--- config.mk ---
export PLATFORM = sky130hd
export DESIGN_NAME = framed_request_deframer_crc32_unit_flat
export DESIGN_NICKNAME = d
export VERILOG_FILES = /design/src/hdl/frd_pkg.sv /design/src/hdl/frd_if.sv /design/src/hdl/frd_front.sv /design/src/hdl/frd_queue.sv /design/src/hdl/frd_back.sv /design/src/hdl/framed_request_deframer_crc32_unit.sv /design/src/flat_wrapper.sv
export VERILOG_INCLUDE_DIRS = /design/src /design/src/hdl
export SDC_FILE = /design/constraint.sdc
export NUM_CORES = 1
export LEC_CHECK = 0
export BUFFER_PORTS_ARGS = -buffer_cell sky130_fd_sc_hd__buf_2
export CAP_MARGIN = 0
export CORE_AREA = 2 2 201 203
export CTS_CLUSTER_DIAMETER = 50
export DETAILED_ROUTE_END_ITERATION = 8
export DIE_AREA = 0 0 203 205
export SETUP_SLACK_MARGIN = 0.5
export SYNTH_ARGS = -nofsm -noshare
export SYNTH_HDL_FRONTEND = slang
export SYNTH_SLANG_ARGS = --single-unit
--- constraint.sdc ---
create_clock -name clk_i -period 5.8 [get_ports clk_i]
set_input_delay 0.29 -clock clk_i [delete_from_list [all_inputs] [get_ports clk_i]]
set_output_delay 0.29 -clock clk_i [all_outputs]
set_load 0.03 [all_outputs]
--- src/hdl/assert_macros.svh ---
// ---------------------------------------------------------------------------
// Assertion macros
// Concurrent assertion wrappers, compiled out for synthesis.
// ---------------------------------------------------------------------------
`ifndef ASSERT_MACROS_SVH
`define ASSERT_MACROS_SVH
`ifndef SYNTHESIS
`define FRD_ASSERT(lbl, clk, rst_n, prop) \
  lbl: assert property (@(posedge clk) disable iff (!rst_n) (prop)) \
    else $error("frd assertion failed");
`define FRD_ASSERT_IMP(lbl, clk, rst_n, ante, cons) \
  lbl: assert property (@(posedge clk) disable iff (!rst_n) (ante) |-> (cons)) \
    else $error("frd implication failed");
`else
`define FRD_ASSERT(lbl, clk, rst_n, prop)
`define FRD_ASSERT_IMP(lbl, clk, rst_n, ante, cons)
`endif
`endif

--- src/hdl/frd_pkg.sv ---
// ---------------------------------------------------------------------------
// Frame deframer package
// Shared types, codes, constants and CRC helper of the frame deframer.
// ---------------------------------------------------------------------------
package frd_pkg;

  localparam int unsigned QUEUE_DEPTH = 4;
  localparam logic [15:0] MAX_PAYLOAD = 16'd512;

  localparam logic [15:0] MAX_LEN_RST = 16'd512;
  localparam logic [15:0] TIMEOUT_RST = 16'd400;

  localparam logic [31:0] CRC_POLY = 32'hEDB88320;
  localparam logic [31:0] CRC_INIT = 32'hFFFFFFFF;

  localparam logic [7:0] BYTE_DROP    = 8'hF0;
  localparam logic [7:0] LEGACY_LO    = 8'h41;
  localparam logic [7:0] LEGACY_HI    = 8'h7A;
  localparam logic [7:0] LEGACY_QUERY = 8'h3F;

  localparam int unsigned CFG_IDX_W = 1;
  localparam logic [CFG_IDX_W-1:0] CFG_MAX_LEN = 1'd0;
  localparam logic [CFG_IDX_W-1:0] CFG_TIMEOUT = 1'd1;

  typedef enum logic [2:0] {
    KIND_PAYLOAD = 3'd0,
    KIND_GOOD    = 3'd1,
    KIND_CRCBAD  = 3'd2,
    KIND_BADLEN  = 3'd3,
    KIND_TIMEOUT = 3'd4,
    KIND_LEGACY  = 3'd5
  } frd_kind_e;

  typedef struct packed {
    logic       action;
    logic [7:0] rx_byte;
    logic       is_drop;
    logic       is_legacy;
  } frd_entry_t;

  function automatic logic [31:0] crc_byte(input logic [31:0] crc, input logic [7:0] b);
    logic [31:0] c;
    c = crc ^ {24'h0, b};
    for (int i = 0; i < 8; i++) begin
      c = (c >> 1) ^ (c[0] ? CRC_POLY : 32'h0);
    end
    return c;
  endfunction

  function automatic logic [15:0] sat_inc(input logic [15:0] v);
    return (v == 16'hFFFF) ? v : v + 16'd1;
  endfunction

endpackage

--- src/hdl/frd_if.sv ---
// ---------------------------------------------------------------------------
// Frame deframer channels
// Input, result and register write channels with valid/ready handshake.
// ---------------------------------------------------------------------------
interface frd_in_if;
  logic       valid;
  logic       ready;
  logic       action;
  logic [7:0] rx_byte;
  modport source (output valid, output action, output rx_byte, input ready);
  modport sink (input valid, input action, input rx_byte, output ready);
endinterface

interface frd_out_if;
  logic        valid;
  logic        ready;
  logic [2:0]  kind;
  logic [7:0]  data_byte;
  logic [15:0] frame_length;
  logic [15:0] error_total;
  logic [15:0] command_total;
  modport source (output valid, output kind, output data_byte, output frame_length,
                  output error_total, output command_total, input ready);
  modport sink (input valid, input kind, input data_byte, input frame_length,
                input error_total, input command_total, output ready);
endinterface

interface frd_cfg_if;
  logic                           valid;
  logic                           ready;
  logic [frd_pkg::CFG_IDX_W-1:0]  index;
  logic [15:0]                    data;
  modport source (output valid, output index, output data, input ready);
  modport sink (input valid, input index, input data, output ready);
endinterface

--- src/hdl/frd_front.sv ---
// ---------------------------------------------------------------------------
// Frame deframer front end
// Accepts input transfers and tags each byte class before queueing.
// ---------------------------------------------------------------------------
module frd_front (
  frd_in_if.sink             in_i,
  input  logic               q_full_i,
  output logic               push_o,
  output frd_pkg::frd_entry_t entry_o
);

  logic [7:0] b;

  assign b         = in_i.rx_byte;
  assign in_i.ready = !q_full_i;
  assign push_o    = in_i.valid && !q_full_i;

  always_comb begin
    entry_o.action    = in_i.action;
    entry_o.rx_byte   = b;
    entry_o.is_drop   = (b == frd_pkg::BYTE_DROP);
    entry_o.is_legacy = ((b >= frd_pkg::LEGACY_LO) && (b <= frd_pkg::LEGACY_HI)) ||
                        (b == frd_pkg::LEGACY_QUERY);
  end

endmodule

--- src/hdl/frd_queue.sv ---
// ---------------------------------------------------------------------------
// Frame deframer queue
// Small FIFO between front end and back end.
// ---------------------------------------------------------------------------
`include "assert_macros.svh"

module frd_queue #(
  parameter int unsigned DEPTH = frd_pkg::QUEUE_DEPTH
) (
  input  logic                clk_i,
  input  logic                rst_ni,
  input  logic                push_i,
  input  frd_pkg::frd_entry_t entry_i,
  output logic                full_o,
  output logic                valid_o,
  output frd_pkg::frd_entry_t head_o,
  input  logic                pop_i
);

  localparam int unsigned PTR_W = (DEPTH > 1) ? $clog2(DEPTH) : 1;
  localparam int unsigned CNT_W = $clog2(DEPTH + 1);
  localparam logic [PTR_W-1:0] PTR_LAST = PTR_W'(DEPTH - 1);
  localparam logic [CNT_W-1:0] CNT_FULL = CNT_W'(DEPTH);

  frd_pkg::frd_entry_t mem_q [DEPTH];
  logic [PTR_W-1:0] wr_ptr_q, wr_ptr_d, rd_ptr_q, rd_ptr_d;
  logic [CNT_W-1:0] cnt_q, cnt_d;

  assign full_o  = (cnt_q == CNT_FULL);
  assign valid_o = (cnt_q != '0);
  assign head_o  = mem_q[rd_ptr_q];

  always_comb begin
    wr_ptr_d = wr_ptr_q;
    rd_ptr_d = rd_ptr_q;
    cnt_d    = cnt_q;
    if (push_i) begin
      wr_ptr_d = (wr_ptr_q == PTR_LAST) ? '0 : wr_ptr_q + 1'b1;
    end
    if (pop_i) begin
      rd_ptr_d = (rd_ptr_q == PTR_LAST) ? '0 : rd_ptr_q + 1'b1;
    end
    if (push_i && !pop_i) begin
      cnt_d = cnt_q + 1'b1;
    end else if (!push_i && pop_i) begin
      cnt_d = cnt_q - 1'b1;
    end
  end

  always_ff @(posedge clk_i or negedge rst_ni) begin
    if (!rst_ni) begin
      wr_ptr_q <= '0;
      rd_ptr_q <= '0;
      cnt_q    <= '0;
    end else begin
      wr_ptr_q <= wr_ptr_d;
      rd_ptr_q <= rd_ptr_d;
      cnt_q    <= cnt_d;
    end
  end

  always_ff @(posedge clk_i) begin
    if (push_i) begin
      mem_q[wr_ptr_q] <= entry_i;
    end
  end

  `FRD_ASSERT_IMP(a_no_push_full, clk_i, rst_ni, full_o, !push_i)
  `FRD_ASSERT_IMP(a_no_pop_empty, clk_i, rst_ni, !valid_o, !pop_i)
  `FRD_ASSERT(a_cnt_bound, clk_i, rst_ni, cnt_q <= CNT_FULL)

endmodule

--- src/hdl/frd_back.sv ---
// ---------------------------------------------------------------------------
// Frame deframer back end
// Frame parser, CRC-32 check, counters, registers and result register.
// ---------------------------------------------------------------------------
`include "assert_macros.svh"

module frd_back (
  input  logic                clk_i,
  input  logic                rst_ni,
  input  logic                q_valid_i,
  input  frd_pkg::frd_entry_t head_i,
  output logic                pop_o,
  frd_out_if.source           out_o,
  frd_cfg_if.sink             cfg_i
);

  localparam logic [1:0] PH_IDLE    = 2'd0;
  localparam logic [1:0] PH_LENLO   = 2'd1;
  localparam logic [1:0] PH_PAYLOAD = 2'd2;
  localparam logic [1:0] PH_CRC     = 2'd3;

  logic [15:0] max_len_q, timeout_q;
  logic [1:0]  phase_q, phase_d;
  logic [15:0] decl_q, decl_d;
  logic [15:0] cnt_q, cnt_d;
  logic [31:0] crc_q, crc_d;
  logic [31:0] rx_crc_q, rx_crc_d;
  logic [15:0] timer_q, timer_d;
  logic [15:0] err_q, err_d;
  logic [15:0] cmd_q, cmd_d;

  logic                has_res;
  frd_pkg::frd_kind_e  res_kind;
  logic [7:0]          res_data;
  logic [15:0]         res_len;

  logic                out_valid_q;
  logic [2:0]          out_kind_q;
  logic [7:0]          out_data_q;
  logic [15:0]         out_len_q, out_err_q, out_cmd_q;

  logic [15:0] limit, lenw, cnt_inc;
  logic [31:0] rx_crc_w;
  logic [7:0]  b;

  assign b        = head_i.rx_byte;
  assign limit    = (max_len_q > frd_pkg::MAX_PAYLOAD) ? frd_pkg::MAX_PAYLOAD : max_len_q;
  assign lenw     = {decl_q[15:8], b};
  assign cnt_inc  = cnt_q + 16'd1;
  assign rx_crc_w = {rx_crc_q[23:0], b};

  always_comb begin
    phase_d  = phase_q;
    decl_d   = decl_q;
    cnt_d    = cnt_q;
    crc_d    = crc_q;
    rx_crc_d = rx_crc_q;
    timer_d  = timer_q;
    err_d    = err_q;
    cmd_d    = cmd_q;
    has_res  = 1'b0;
    res_kind = frd_pkg::KIND_PAYLOAD;
    res_data = 8'h00;
    res_len  = 16'h0000;
    if (head_i.action) begin
      if (phase_q != PH_IDLE) begin
        if (timer_q < timeout_q) begin
          timer_d = timer_q + 16'd1;
        end else begin
          has_res  = 1'b1;
          res_kind = frd_pkg::KIND_TIMEOUT;
          res_len  = (phase_q == PH_LENLO) ? 16'h0000 : decl_q;
          phase_d  = PH_IDLE;
          timer_d  = '0;
        end
      end
    end else begin
      case (phase_q)
        PH_IDLE: begin
          cmd_d = frd_pkg::sat_inc(cmd_q);
          if (head_i.is_drop) begin
            phase_d = PH_IDLE;
          end else if (head_i.is_legacy) begin
            has_res  = 1'b1;
            res_kind = frd_pkg::KIND_LEGACY;
            res_data = b;
          end else begin
            decl_d  = {b, 8'h00};
            phase_d = PH_LENLO;
            timer_d = '0;
          end
        end
        PH_LENLO: begin
          decl_d = lenw;
          if ((lenw == 16'h0000) || (lenw > limit)) begin
            err_d    = frd_pkg::sat_inc(err_q);
            phase_d  = PH_IDLE;
            timer_d  = '0;
            has_res  = 1'b1;
            res_kind = frd_pkg::KIND_BADLEN;
            res_len  = lenw;
          end else begin
            phase_d = PH_PAYLOAD;
            cnt_d   = '0;
            crc_d   = frd_pkg::CRC_INIT;
            timer_d = '0;
          end
        end
        PH_PAYLOAD: begin
          crc_d    = frd_pkg::crc_byte(crc_q, b);
          cnt_d    = cnt_inc;
          has_res  = 1'b1;
          res_kind = frd_pkg::KIND_PAYLOAD;
          res_data = b;
          if (cnt_inc >= decl_q) begin
            phase_d  = PH_CRC;
            cnt_d    = '0;
            rx_crc_d = '0;
            timer_d  = '0;
          end
        end
        default: begin
          rx_crc_d = rx_crc_w;
          cnt_d    = cnt_inc;
          if (cnt_inc >= 16'd4) begin
            phase_d = PH_IDLE;
            cnt_d   = '0;
            timer_d = '0;
            has_res = 1'b1;
            res_len = decl_q;
            if (rx_crc_w == ~crc_q) begin
              res_kind = frd_pkg::KIND_GOOD;
            end else begin
              res_kind = frd_pkg::KIND_CRCBAD;
              err_d    = frd_pkg::sat_inc(err_q);
            end
          end
        end
      endcase
    end
  end

  assign pop_o = q_valid_i && (!has_res || !out_valid_q || out_o.ready);

  always_ff @(posedge clk_i or negedge rst_ni) begin
    if (!rst_ni) begin
      phase_q  <= PH_IDLE;
      decl_q   <= '0;
      cnt_q    <= '0;
      crc_q    <= frd_pkg::CRC_INIT;
      rx_crc_q <= '0;
      timer_q  <= '0;
      err_q    <= '0;
      cmd_q    <= '0;
    end else if (pop_o) begin
      phase_q  <= phase_d;
      decl_q   <= decl_d;
      cnt_q    <= cnt_d;
      crc_q    <= crc_d;
      rx_crc_q <= rx_crc_d;
      timer_q  <= timer_d;
      err_q    <= err_d;
      cmd_q    <= cmd_d;
    end
  end

  assign cfg_i.ready = 1'b1;

  always_ff @(posedge clk_i or negedge rst_ni) begin
    if (!rst_ni) begin
      max_len_q <= frd_pkg::MAX_LEN_RST;
      timeout_q <= frd_pkg::TIMEOUT_RST;
    end else if (cfg_i.valid) begin
      case (cfg_i.index)
        frd_pkg::CFG_MAX_LEN: max_len_q <= cfg_i.data;
        frd_pkg::CFG_TIMEOUT: timeout_q <= cfg_i.data;
        default: ;
      endcase
    end
  end

  always_ff @(posedge clk_i or negedge rst_ni) begin
    if (!rst_ni) begin
      out_valid_q <= 1'b0;
    end else if (pop_o && has_res) begin
      out_valid_q <= 1'b1;
    end else if (out_o.ready) begin
      out_valid_q <= 1'b0;
    end
  end

  always_ff @(posedge clk_i) begin
    if (pop_o && has_res) begin
      out_kind_q <= res_kind;
      out_data_q <= res_data;
      out_len_q  <= res_len;
      out_err_q  <= err_d;
      out_cmd_q  <= cmd_d;
    end
  end

  assign out_o.valid         = out_valid_q;
  assign out_o.kind          = out_kind_q;
  assign out_o.data_byte     = out_data_q;
  assign out_o.frame_length  = out_len_q;
  assign out_o.error_total   = out_err_q;
  assign out_o.command_total = out_cmd_q;

  `FRD_ASSERT_IMP(a_no_overwrite, clk_i, rst_ni, pop_o && has_res,
                  !out_valid_q || out_o.ready)
  `FRD_ASSERT_IMP(a_crc_cnt, clk_i, rst_ni, phase_q == PH_CRC, cnt_q < 16'd4)
  `FRD_ASSERT(a_err_mono, clk_i, rst_ni, err_q >= $past(err_q))

endmodule

--- src/hdl/framed_request_deframer_crc32_unit.sv ---
// ---------------------------------------------------------------------------
// Framed request deframer with CRC-32 check
// Parses length-prefixed frames from a byte stream with timer ticks.
// ---------------------------------------------------------------------------
// in_i carries one event per transfer: a received byte (action 0) or a timer
// tick (action 1). out_o carries at most one result per event: payload byte,
// frame good, CRC mismatch, bad length, timeout or legacy command byte, with
// the saturating error and command totals after that event.
// cfg_i writes max_payload_len (index 0) and timeout_ticks (index 1); it is
// always ready. The user must write it only while the block is idle; the
// block itself does not enforce this. Throughput: one event per cycle, set
// by the back end parser, which retires one queue entry per cycle with the
// CRC byte update done combinationally, except that an event with a result
// waits while a stalled receiver holds the result register. A result passes
// through a queue entry and then the result register before it is valid.
// Reset clears the parser to idle, CRC to all ones, counters to zero and the
// registers to 512 and 400. A stalled receiver holds the result register;
// the back end keeps retiring events that give no result, and the queue of
// QUEUE_DEPTH entries fills before in_i.ready drops.
// ---------------------------------------------------------------------------
module framed_request_deframer_crc32_unit #(
  parameter int unsigned QUEUE_DEPTH = frd_pkg::QUEUE_DEPTH
) (
  input  logic        clk_i,
  input  logic        rst_ni,
  frd_in_if.sink      in_i,
  frd_out_if.source   out_o,
  frd_cfg_if.sink     cfg_i
);

  logic                q_full, q_valid, push, pop;
  frd_pkg::frd_entry_t entry, head;

  frd_front u_front (
    .in_i     (in_i),
    .q_full_i (q_full),
    .push_o   (push),
    .entry_o  (entry)
  );

  frd_queue #(
    .DEPTH (QUEUE_DEPTH)
  ) u_queue (
    .clk_i   (clk_i),
    .rst_ni  (rst_ni),
    .push_i  (push),
    .entry_i (entry),
    .full_o  (q_full),
    .valid_o (q_valid),
    .head_o  (head),
    .pop_i   (pop)
  );

  frd_back u_back (
    .clk_i     (clk_i),
    .rst_ni    (rst_ni),
    .q_valid_i (q_valid),
    .head_i    (head),
    .pop_o     (pop),
    .out_o     (out_o),
    .cfg_i     (cfg_i)
  );

endmodule
--- src/flat_wrapper.sv ---
// flat-port wrapper written by rule: the top's interface ports become plain ports
module framed_request_deframer_crc32_unit_flat 
#(
  parameter int unsigned QUEUE_DEPTH = frd_pkg::QUEUE_DEPTH
)
  (clk_i, rst_ni, in_i_valid, in_i_action, in_i_rx_byte, in_i_ready, out_o_valid, out_o_kind, out_o_data_byte, out_o_frame_length, out_o_error_total, out_o_command_total, out_o_ready, cfg_i_valid, cfg_i_index, cfg_i_data, cfg_i_ready);
  frd_in_if in_i_i ();
  frd_out_if out_o_i ();
  frd_cfg_if cfg_i_i ();
  input  logic clk_i;
  input  logic rst_ni;
  input wire logic [$bits(in_i_i.valid)-1:0] in_i_valid;
  input wire logic [$bits(in_i_i.action)-1:0] in_i_action;
  input wire logic [$bits(in_i_i.rx_byte)-1:0] in_i_rx_byte;
  output wire logic [$bits(in_i_i.ready)-1:0] in_i_ready;
  output wire logic [$bits(out_o_i.valid)-1:0] out_o_valid;
  output wire logic [$bits(out_o_i.kind)-1:0] out_o_kind;
  output wire logic [$bits(out_o_i.data_byte)-1:0] out_o_data_byte;
  output wire logic [$bits(out_o_i.frame_length)-1:0] out_o_frame_length;
  output wire logic [$bits(out_o_i.error_total)-1:0] out_o_error_total;
  output wire logic [$bits(out_o_i.command_total)-1:0] out_o_command_total;
  input wire logic [$bits(out_o_i.ready)-1:0] out_o_ready;
  input wire logic [$bits(cfg_i_i.valid)-1:0] cfg_i_valid;
  input wire logic [$bits(cfg_i_i.index)-1:0] cfg_i_index;
  input wire logic [$bits(cfg_i_i.data)-1:0] cfg_i_data;
  output wire logic [$bits(cfg_i_i.ready)-1:0] cfg_i_ready;
  assign in_i_i.valid = in_i_valid;
  assign in_i_i.action = in_i_action;
  assign in_i_i.rx_byte = in_i_rx_byte;
  assign in_i_ready = in_i_i.ready;
  assign out_o_valid = out_o_i.valid;
  assign out_o_kind = out_o_i.kind;
  assign out_o_data_byte = out_o_i.data_byte;
  assign out_o_frame_length = out_o_i.frame_length;
  assign out_o_error_total = out_o_i.error_total;
  assign out_o_command_total = out_o_i.command_total;
  assign out_o_i.ready = out_o_ready;
  assign cfg_i_i.valid = cfg_i_valid;
  assign cfg_i_i.index = cfg_i_index;
  assign cfg_i_i.data = cfg_i_data;
  assign cfg_i_ready = cfg_i_i.ready;
  framed_request_deframer_crc32_unit #(.QUEUE_DEPTH(QUEUE_DEPTH)) u_core (.clk_i(clk_i), .rst_ni(rst_ni), .in_i(in_i_i), .out_o(out_o_i), .cfg_i(cfg_i_i));
endmodule
==> metrics, run 1 <==
status finished, final reports clean; setup violators final 0; clock slew at reported path FFs approximately 0.060 ns; number of synthesis warnings 0; worst-path fanout max 13; Port Buffers 91; max frequency a little over 0.2 GHz; Clock Tree Buf Depth 3; Slew headroom 0.377; final hold slack 0.0312 ns; Syn Area/Cell about 11 um2; Core Footprint 39400 um2; fin. max-slew vios 0; initial antenna violation count 0; ANT nets after route 0; Final #Nets between 1500 and 2000; PwrDens 671 nW/um2; Max Clock Skew about 0.020 ns; commonest non-fill, non-tap cell in the layout nand2_1; number of synthesized flops with an enable pin approximately 100; wire per inst 18.0 um; postcts setup bufs 0; GR Util All Layers 0.185; global-route wire length before repair about 60 mm; IO Pins 93; Hold Path Class in -> reg; largest net degree at the start of global routing 97; # fillers 3675; fin crit period 4.90 ns; CP Capture Type flop; DPL Wire Length 26.9 mm; worst slew pin tran roughly 0.93 ns; H-tree depth 2; Final Hold Viols 0; Area Growth Syn to Fin 15.5%; ant diodes 0; via count between 10000 and 15000; Via density ~5.3; Yosys cell types 85; # rows 73; Initial Util 0.394; RSZ-0062 raised after global routing no; Tcrit/Tclk final 0.845; Leak Pwr around 7.6 nW; vias in the first global route roughly 11000; TritonCTS clock tree done; crit path DAT between 5 and 6 ns; crit path kind reg -> reg; die width between 200 and 250 um; Max VDD drop 0.353 mV; leading cell types in the layout, fill and taps excluded nand2_1 (166), dfrtp_1 (141), edfxtp_1 (103); die area about 42000 um2; residual DRC count 0; Root Driver clkbuf_16; routability cong. around 0.84; Clock Sinks about 280; DRT iter0 DRCs 690; Primary FF master, synth dfrtp_1; Detailed Routing Iterations Pass 1 7; max cap viols 0; GRT overflow 0; clk_lat worst skew about 0.54 ns; final WL about 38 mm; CTS buffer count 37; setup TNS 0 ns; flops & latches, synth between 200 and 300; layout cells sized above 1 0.210; crit start category flop; Post-Syn Area roughly 16000 um2; Die Height between 200 and 250 um; sequential area share after synthesis 0.489; worst path required time between 6 and 7 ns; ys async rst share 0.633; post-synthesis instance total ~1400
critical path: stages (launching register included):
cell	delay (ns)
dfrtp_1	0.39
nor4_1	0.30
nand2_1	0.16
a21oi_2	0.31
nand2_1	0.11
ha_1	0.30
nor2b_1	0.16
o211ai_1	0.11
a2111o_1	0.40
a311oi_1	0.55
nor2_2	0.15
a2111o_1	0.44
and2_4	0.23
clkinv_4	0.14
ha_1	0.19
inv_1	0.06
fa_1	0.37
xor2_1	0.18
nor2_1	0.11
xor2_1	0.15
final cells by class:
cell class / count / area, um2 / area share
Tap cell: 525 / 657 / 0.0366
Sequential cell: 281 / 7590 / 0.424
Timing Repair Buffer: 126 / 774 / 0.0432
Multi-Input combinational cell: 1029 / 7410 / 0.413
Inverter: 68 / 260 / 0.0145
Clock inverter: 27 / 231 / 0.0129
Clock buffer: 41 / 1000 / 0.0560
power breakdown:
part           total (W)  internal (W)  switching (W)
Combinational    0.00630       0.00252        0.00379
Sequential       0.00344       0.00290       0.000549
Clock            0.00228       0.00136       0.000925
Yosys cell counts, drive strengths merged, types with 7 or more instances:
master	instances	area [um2]
dfstp	36	946
xor2	40	358
clkbuf	28	105
xnor2	97	966
a21oi	72	372
inv	66	248
dfrtp	142	3550
and2	17	109
o31ai	31	233
nor3	20	121
and3	26	163
o21ai	80	400
mux2i	19	190
nor4	21	186
or2	7	43.8
nand4	24	156
nor2b	10	62.6
a31oi	18	263
buf	31	218
nand3	35	175
o211ai	7	52.6
nand2	166	623
mux2	51	589
a21o	31	233
nand2b	39	244
edfxtp	103	3090
nor2	74	288
ha	65	813
routing by layer:
layer / GRT usage / routed length (um) / part of all wire / up-vias
met5: 0 / 0 / 0 / -
met4: 0.0696 / 1040 / 0.028 / 0
li1: - / - / - / 5321
met3: 0.0267 / 1630 / 0.043 / 62
met2: 0.288 / 17100 / 0.45 / 256
met1: 0.260 / 17900 / 0.48 / 5433
cell families after synthesis:
| family | Yosys count | synth area share |
|---|---|---|
| adder cells (fa/ha/maj) | 66 | 0.0537 |
| AO/OA/AOI/OAI | 287 | 0.128 |
| flip-flops | 281 | 0.489 |
| buffers and inverters | 127 | 0.0376 |
| multiplexers | 75 | 0.0575 |
| AND/OR/NAND/NOR | 457 | 0.149 |
| other | 1 | 0.000242 |
| XOR/XNOR | 137 | 0.0853 |
state kept, by name, indices dropped and copies added (netlist names):
signal                             count
u_core.u_back.timeout_q               16
u_core.u_back.err_q                   16
u_core.u_queue.rd_ptr_q                2
u_core.u_back.out_o.data_byte          8
u_core.u_back.crc_q                   32
u_core.u_back.out_o.command_total     16
u_core.u_back.decl_q                  16
u_core.u_back.max_len_q               16
u_core.u_queue.wr_ptr_q                2
u_core.u_back.rx_crc_q                24
u_core.u_back.out_o.valid              1
u_core.u_queue.cnt_q                   3
u_core.u_back.cmd_q                   16
u_core.u_back.cnt_q                   16
u_core.u_back.phase_q                  2
u_core.u_back.out_o.error_total       16
u_core.u_back.out_o.frame_length      16
u_core.u_back.timer_q                 16
u_core.u_back.out_o.kind               3
u_core.u_queue.mem_q                  44
worst paths after layout:
kind,startpoint,to,slack (ns),cells past startpoint
worst max register to register,u_core.u_back.max_len_q[12],u_core.u_queue.cnt_q[2],0.90,19
worst min register to register,u_core.u_queue.cnt_q[2],u_core.u_queue.cnt_q[2],0.49,1
worst max-delay path,u_core.u_back.max_len_q[12],u_core.u_queue.cnt_q[2],0.90,19
max in group asynchronous,rst_ni,u_core.u_queue.rd_ptr_q[0],4.07,3
worst min-delay path,cfg_i_data[2],u_core.u_back.timeout_q[2],0.03,2
min in group asynchronous,rst_ni,u_core.u_queue.wr_ptr_q[0],0.45,2
stage by stage:
step	cell area [um2]	cells	setup slack [ns]	utilization	power, W
finish	17900	2097	0.898	0.455	0.0120
global route	17900	2097	0.558	0.455	0.0129
CTS	17900	2097	0.737	0.455	0.0121
detailed placement	16500	2014	0.746	0.420	0.00976
global placement	16500	2014	0.869	0.420	0.00970
floorplan	15500	1437	0.804	-	0.00832
timing repair:
| action | CTS | global route |
|---|---|---|
| endpoints found under the hold margin | 96 | 0 |
| setup endpoints to repair | 0 | 2 |
| hold buffers | 15 | 0 |
| resized for setup | 0 | 2 |
Note: power is estimated with default switching activity, not from simulation.
==> run 2: changes to the inputs <==
--- a/config.mk
+++ b/config.mk
@@ -6,12 +6,13 @@
 export SDC_FILE = /design/constraint.sdc
 export NUM_CORES = 1
 export LEC_CHECK = 0
+export ABC_AREA = 1
 export BUFFER_PORTS_ARGS = -buffer_cell sky130_fd_sc_hd__buf_2
 export CAP_MARGIN = 0
-export CORE_AREA = 2 2 201 203
+export CORE_AREA = 2 2 204 206
 export CTS_CLUSTER_DIAMETER = 50
 export DETAILED_ROUTE_END_ITERATION = 8
-export DIE_AREA = 0 0 203 205
+export DIE_AREA = 0 0 206 208
 export SETUP_SLACK_MARGIN = 0.5
 export SYNTH_ARGS = -nofsm -noshare
 export SYNTH_HDL_FRONTEND = slang
==> constraint.sdc (replaced) <==
create_clock -name clk_i -period 4.63 [get_ports clk_i]
set_input_delay 0.2315 -clock clk_i [delete_from_list [all_inputs] [get_ports clk_i]]
set_output_delay 0.2315 -clock clk_i [all_outputs]
set_load 0.03 [all_outputs]
==> metrics, run 2 <==
Leak Pwr 9.17 nW (+21%); Worst Min Path Start cfg_i_data[6]; wire per inst 15.0 um (-16%); Final #Nets 2252 (+37%); Syn Area/Cell 8.00 um2 (-26%); via count 13389 (+21%); Slew headroom 0.234 (-0.143); Power Total 0.0159 W (+32%); Detailed Routing Iterations Pass 1 5 (-2); clk_lat worst skew 0.55 ns (about the same); layout cells sized above 1 0.136 (-0.0739); initial antenna violation count 0 (unchanged); Multi-input gate area 7450 um2 (+0.57%); Tcrit/Tclk final 0.839 (-0.00666); Clock Tree Buf Depth 3 (unchanged); leading cell types in the layout, fill and taps excluded nand2_1 (702), inv_1 (220), nor2_1 (181); residual DRC count 0 (unchanged); worst path required time 5.05 ns (-1.22 ns); fin. max-slew vios 0 (unchanged); number of synthesized flops with an enable pin 103 (unchanged); setup violators final 0 (unchanged); status finished, final reports clean; worst slew pin tran 1.14 ns (+0.210 ns); worst r2r src u_core.u_back.max_len_q[2]; crit path kind reg -> reg; flops & latches, synth 281 (unchanged); top cells by count, synth nand2_1 (704), inv_1 (222), nor2_1 (182); Port Buffers 91 (unchanged); CTS buffer count 36 (-2.7%); ANT nets after route 0 (unchanged); routability cong. 0.881 (+4.4%); CP Capture Type flop; DPL Wire Length 28.3 mm (+5.2%); ant diodes 0 (unchanged); sequential area share after synthesis 0.472 (-0.0173); global-route wire length before repair 65.4 mm (+8.5%); crit path launch u_core.u_back.max_len_q[2]; largest net degree at the start of global routing 92 (-5.2%); DRT iter0 DRCs 865 (+25%); Final Hold Viols 0 (unchanged); number of synthesis warnings 0 (unchanged); setup TNS 0 ns (unchanged); crit start category flop; crit path DAT 4.30 ns (-1.07 ns); RSZ-0062 raised after global routing yes; Clock Sinks 281 (unchanged); # fillers 4005 (+9.0%); # rows 74 (+1.4%); PwrDens 838 nW/um2 (+25%); Area Growth Syn to Fin 18.1%; Internal Power 0.00851 W (+26%); Sw Pwr 0.00742 W (+41%); Yosys cell types 55 (-35%); fin crit period 3.88 ns (-1.02 ns); Worst Path Buf+Inv 3 (+1); die width 206 um (+1.5%); synth top area cells dfrtp_1 (22%), edfxtp_1 (19%), nand2_1 (16%), dfstp_2 (5.9%), inv_1 (5.2%); TritonCTS clock tree done; Switching Fraction 0.466 (+0.0285); Primary FF master, synth dfrtp_1; Root Driver clkbuf_16; Max Clock Skew 0.0308 ns (+0.0105 ns); Via density 4.93 (-6.6%); Initial Util 0.397 (+0.00246); H-tree depth 2 (unchanged); CP max stage cell or4_1; max frequency 0.258 GHz (+26%); Synth area leader dfrtp_1; Yosys top cell area share 0.221 (-0.00808); max incr delay on CP 0.54 ns (about the same); GRT overflow 0 (unchanged); cell with the most instances after synthesis nand2_1; Top Registers u_core.u_queue.mem_q: 44 flops, u_core.u_back.crc_q: 32 flops, u_core.u_back.rx_crc_q: 24 flops; Max VDD drop 0.398 mV (+13%); post-synthesis instance total 2011 (+41%); GR Util All Layers 0.191 (+0.00669); die area 42800 um2 (+3.0%); Hold Path Class in -> reg; commonest non-fill, non-tap cell in the layout nand2_1; vias in the first global route 12726 (+18%); Clock Power Share 0.200 (+0.010); max FFs per register 44 (unchanged); IO Pins 93 (unchanged); clock slew at reported path FFs 0.06 ns (about the same); Crit path max-delay family simple AND/OR/NAND/NOR gates; Die Height 208 um (+1.5%); most used cell, CP nand2_1; Core Footprint 40600 um2 (+3.0%); register area 7590 um2 (about the same); sequential group share of total power 0.270 (-0.016); final WL 40.8 mm (+8.2%); Logic pwr share 0.530 (+0.006); Reg with most FFs u_core.u_queue.mem_q; ys async rst share 0.633 (unchanged); max cap viols 0 (unchanged); Post-Syn Area 16100 um2 (+3.7%); worst-path fanout max 6 (-7)
-- run 2: cell types whose count changed in the layout (fill, tap and decap cells not counted), moves of 19 or more --
cell / previous run / this run
xor2_1: 39 / 61
and3_1: 26 / 3
mux2_2: 47 / 0
nand3_1: 35 / 102
xnor2_1: 83 / 19
mux2i_1: 19 / 0
inv_1: 59 / 220
nor2_1: 71 / 181
nand2_1: 166 / 702
nand2b_1: 39 / 0
a21o_1: 31 / 5
o31ai_1: 30 / 1
-- run 2: area by class of cell --
cell class | instances | area share
clock buffer | 41 | 0.0512
multi-input combinational | 1456 | 0.392
clock inverter | 25 | 0.0215
sequential | 281 | 0.400
tap | 532 | 0.0350
timing repair buffer | 152 | 0.0554
inverter | 228 | 0.0454
-- run 2: power groups by stage --
stage	Sequential (W)	Clock, W	Combinational, W
global placement	0.00432	0	0.00810
global route	0.00440	0.00336	0.00944
finish	0.00430	0.00319	0.00844
detailed placement	0.00434	0	0.00822
floorplan	0.00478	0	0.00560
CTS	0.00430	0.00326	0.00831
-- run 2: final timing paths --
kind / end / slack [ns] / depth (start not counted)
max: u_core.u_queue.cnt_q[2] / 0.75 / 25
min: u_core.u_back.max_len_q[6] / 0.03 / 3
max reg2reg: u_core.u_queue.cnt_q[2] / 0.75 / 25
min reg2reg: u_core.u_back.crc_q[16] / 0.48 / 2
max in group asynchronous: u_core.u_back.cnt_q[15] / 3.25 / 3
min in group asynchronous: u_core.u_back.rx_crc_q[20] / 0.36 / 2
-- run 2: tightest hold or removal path: cells and delay by family --
family                 cells  cell delay (ns)
AO/OA/AOI/OAI              1             0.15
buffers and inverters      2             0.14
-- run 2: timing repair --
action / 4_1_cts / 5_1_grt
hold buffers: 26 / 0
hold endpoints to repair: 139 / 0
cloned: 0 / 2
pin swaps: 0 / 3
setup endpoints to repair: 9 / 122
buffers inserted: 2 / 8
resized for setup: 2 / 13
-- run 2: per-stage QoR --
step | utilization | cells | hold WS (ns) | instance area (um2) | worst slack (ns)
final | 0.469 | 2715 | 0.0268 | 19000 | 0.748
after global routing | 0.469 | 2715 | 0.0292 | 19000 | 0.411
after CTS | 0.465 | 2705 | 0.00868 | 18900 | 0.512
after detailed placement | 0.424 | 2611 | 0.406 | 17200 | 0.275
after global placement | 0.424 | 2611 | 0.396 | 17200 | 0.374
after floorplan | - | 2017 | -0.0641 | 16100 | 0.545
-- run 2: metal layers --
metal / global-route usage / vias to the layer above / wire, um
met5: 0 / - / 0
met4: 0.0643 / 0 / 988
met3: 0.0276 / 59 / 2010
met2: 0.299 / 311 / 18300
met1: 0.272 / 6330 / 19600
li1: - / 6689 / -
-- run 2: logic make-up (layout without fill, tap and decap cells) --
family                   Yosys count  after routing  share of synthesized area
adder cells (fa/ha/maj)           66             66                     0.0518
flip-flops                       281            281                      0.472
XOR/XNOR                          90             90                     0.0557
buffers and inverters            281            446                     0.0697
other                              1              7                   0.000233
AND/OR/NAND/NOR                 1098           1099                      0.285
AO/OA/AOI/OAI                    194            194                     0.0654
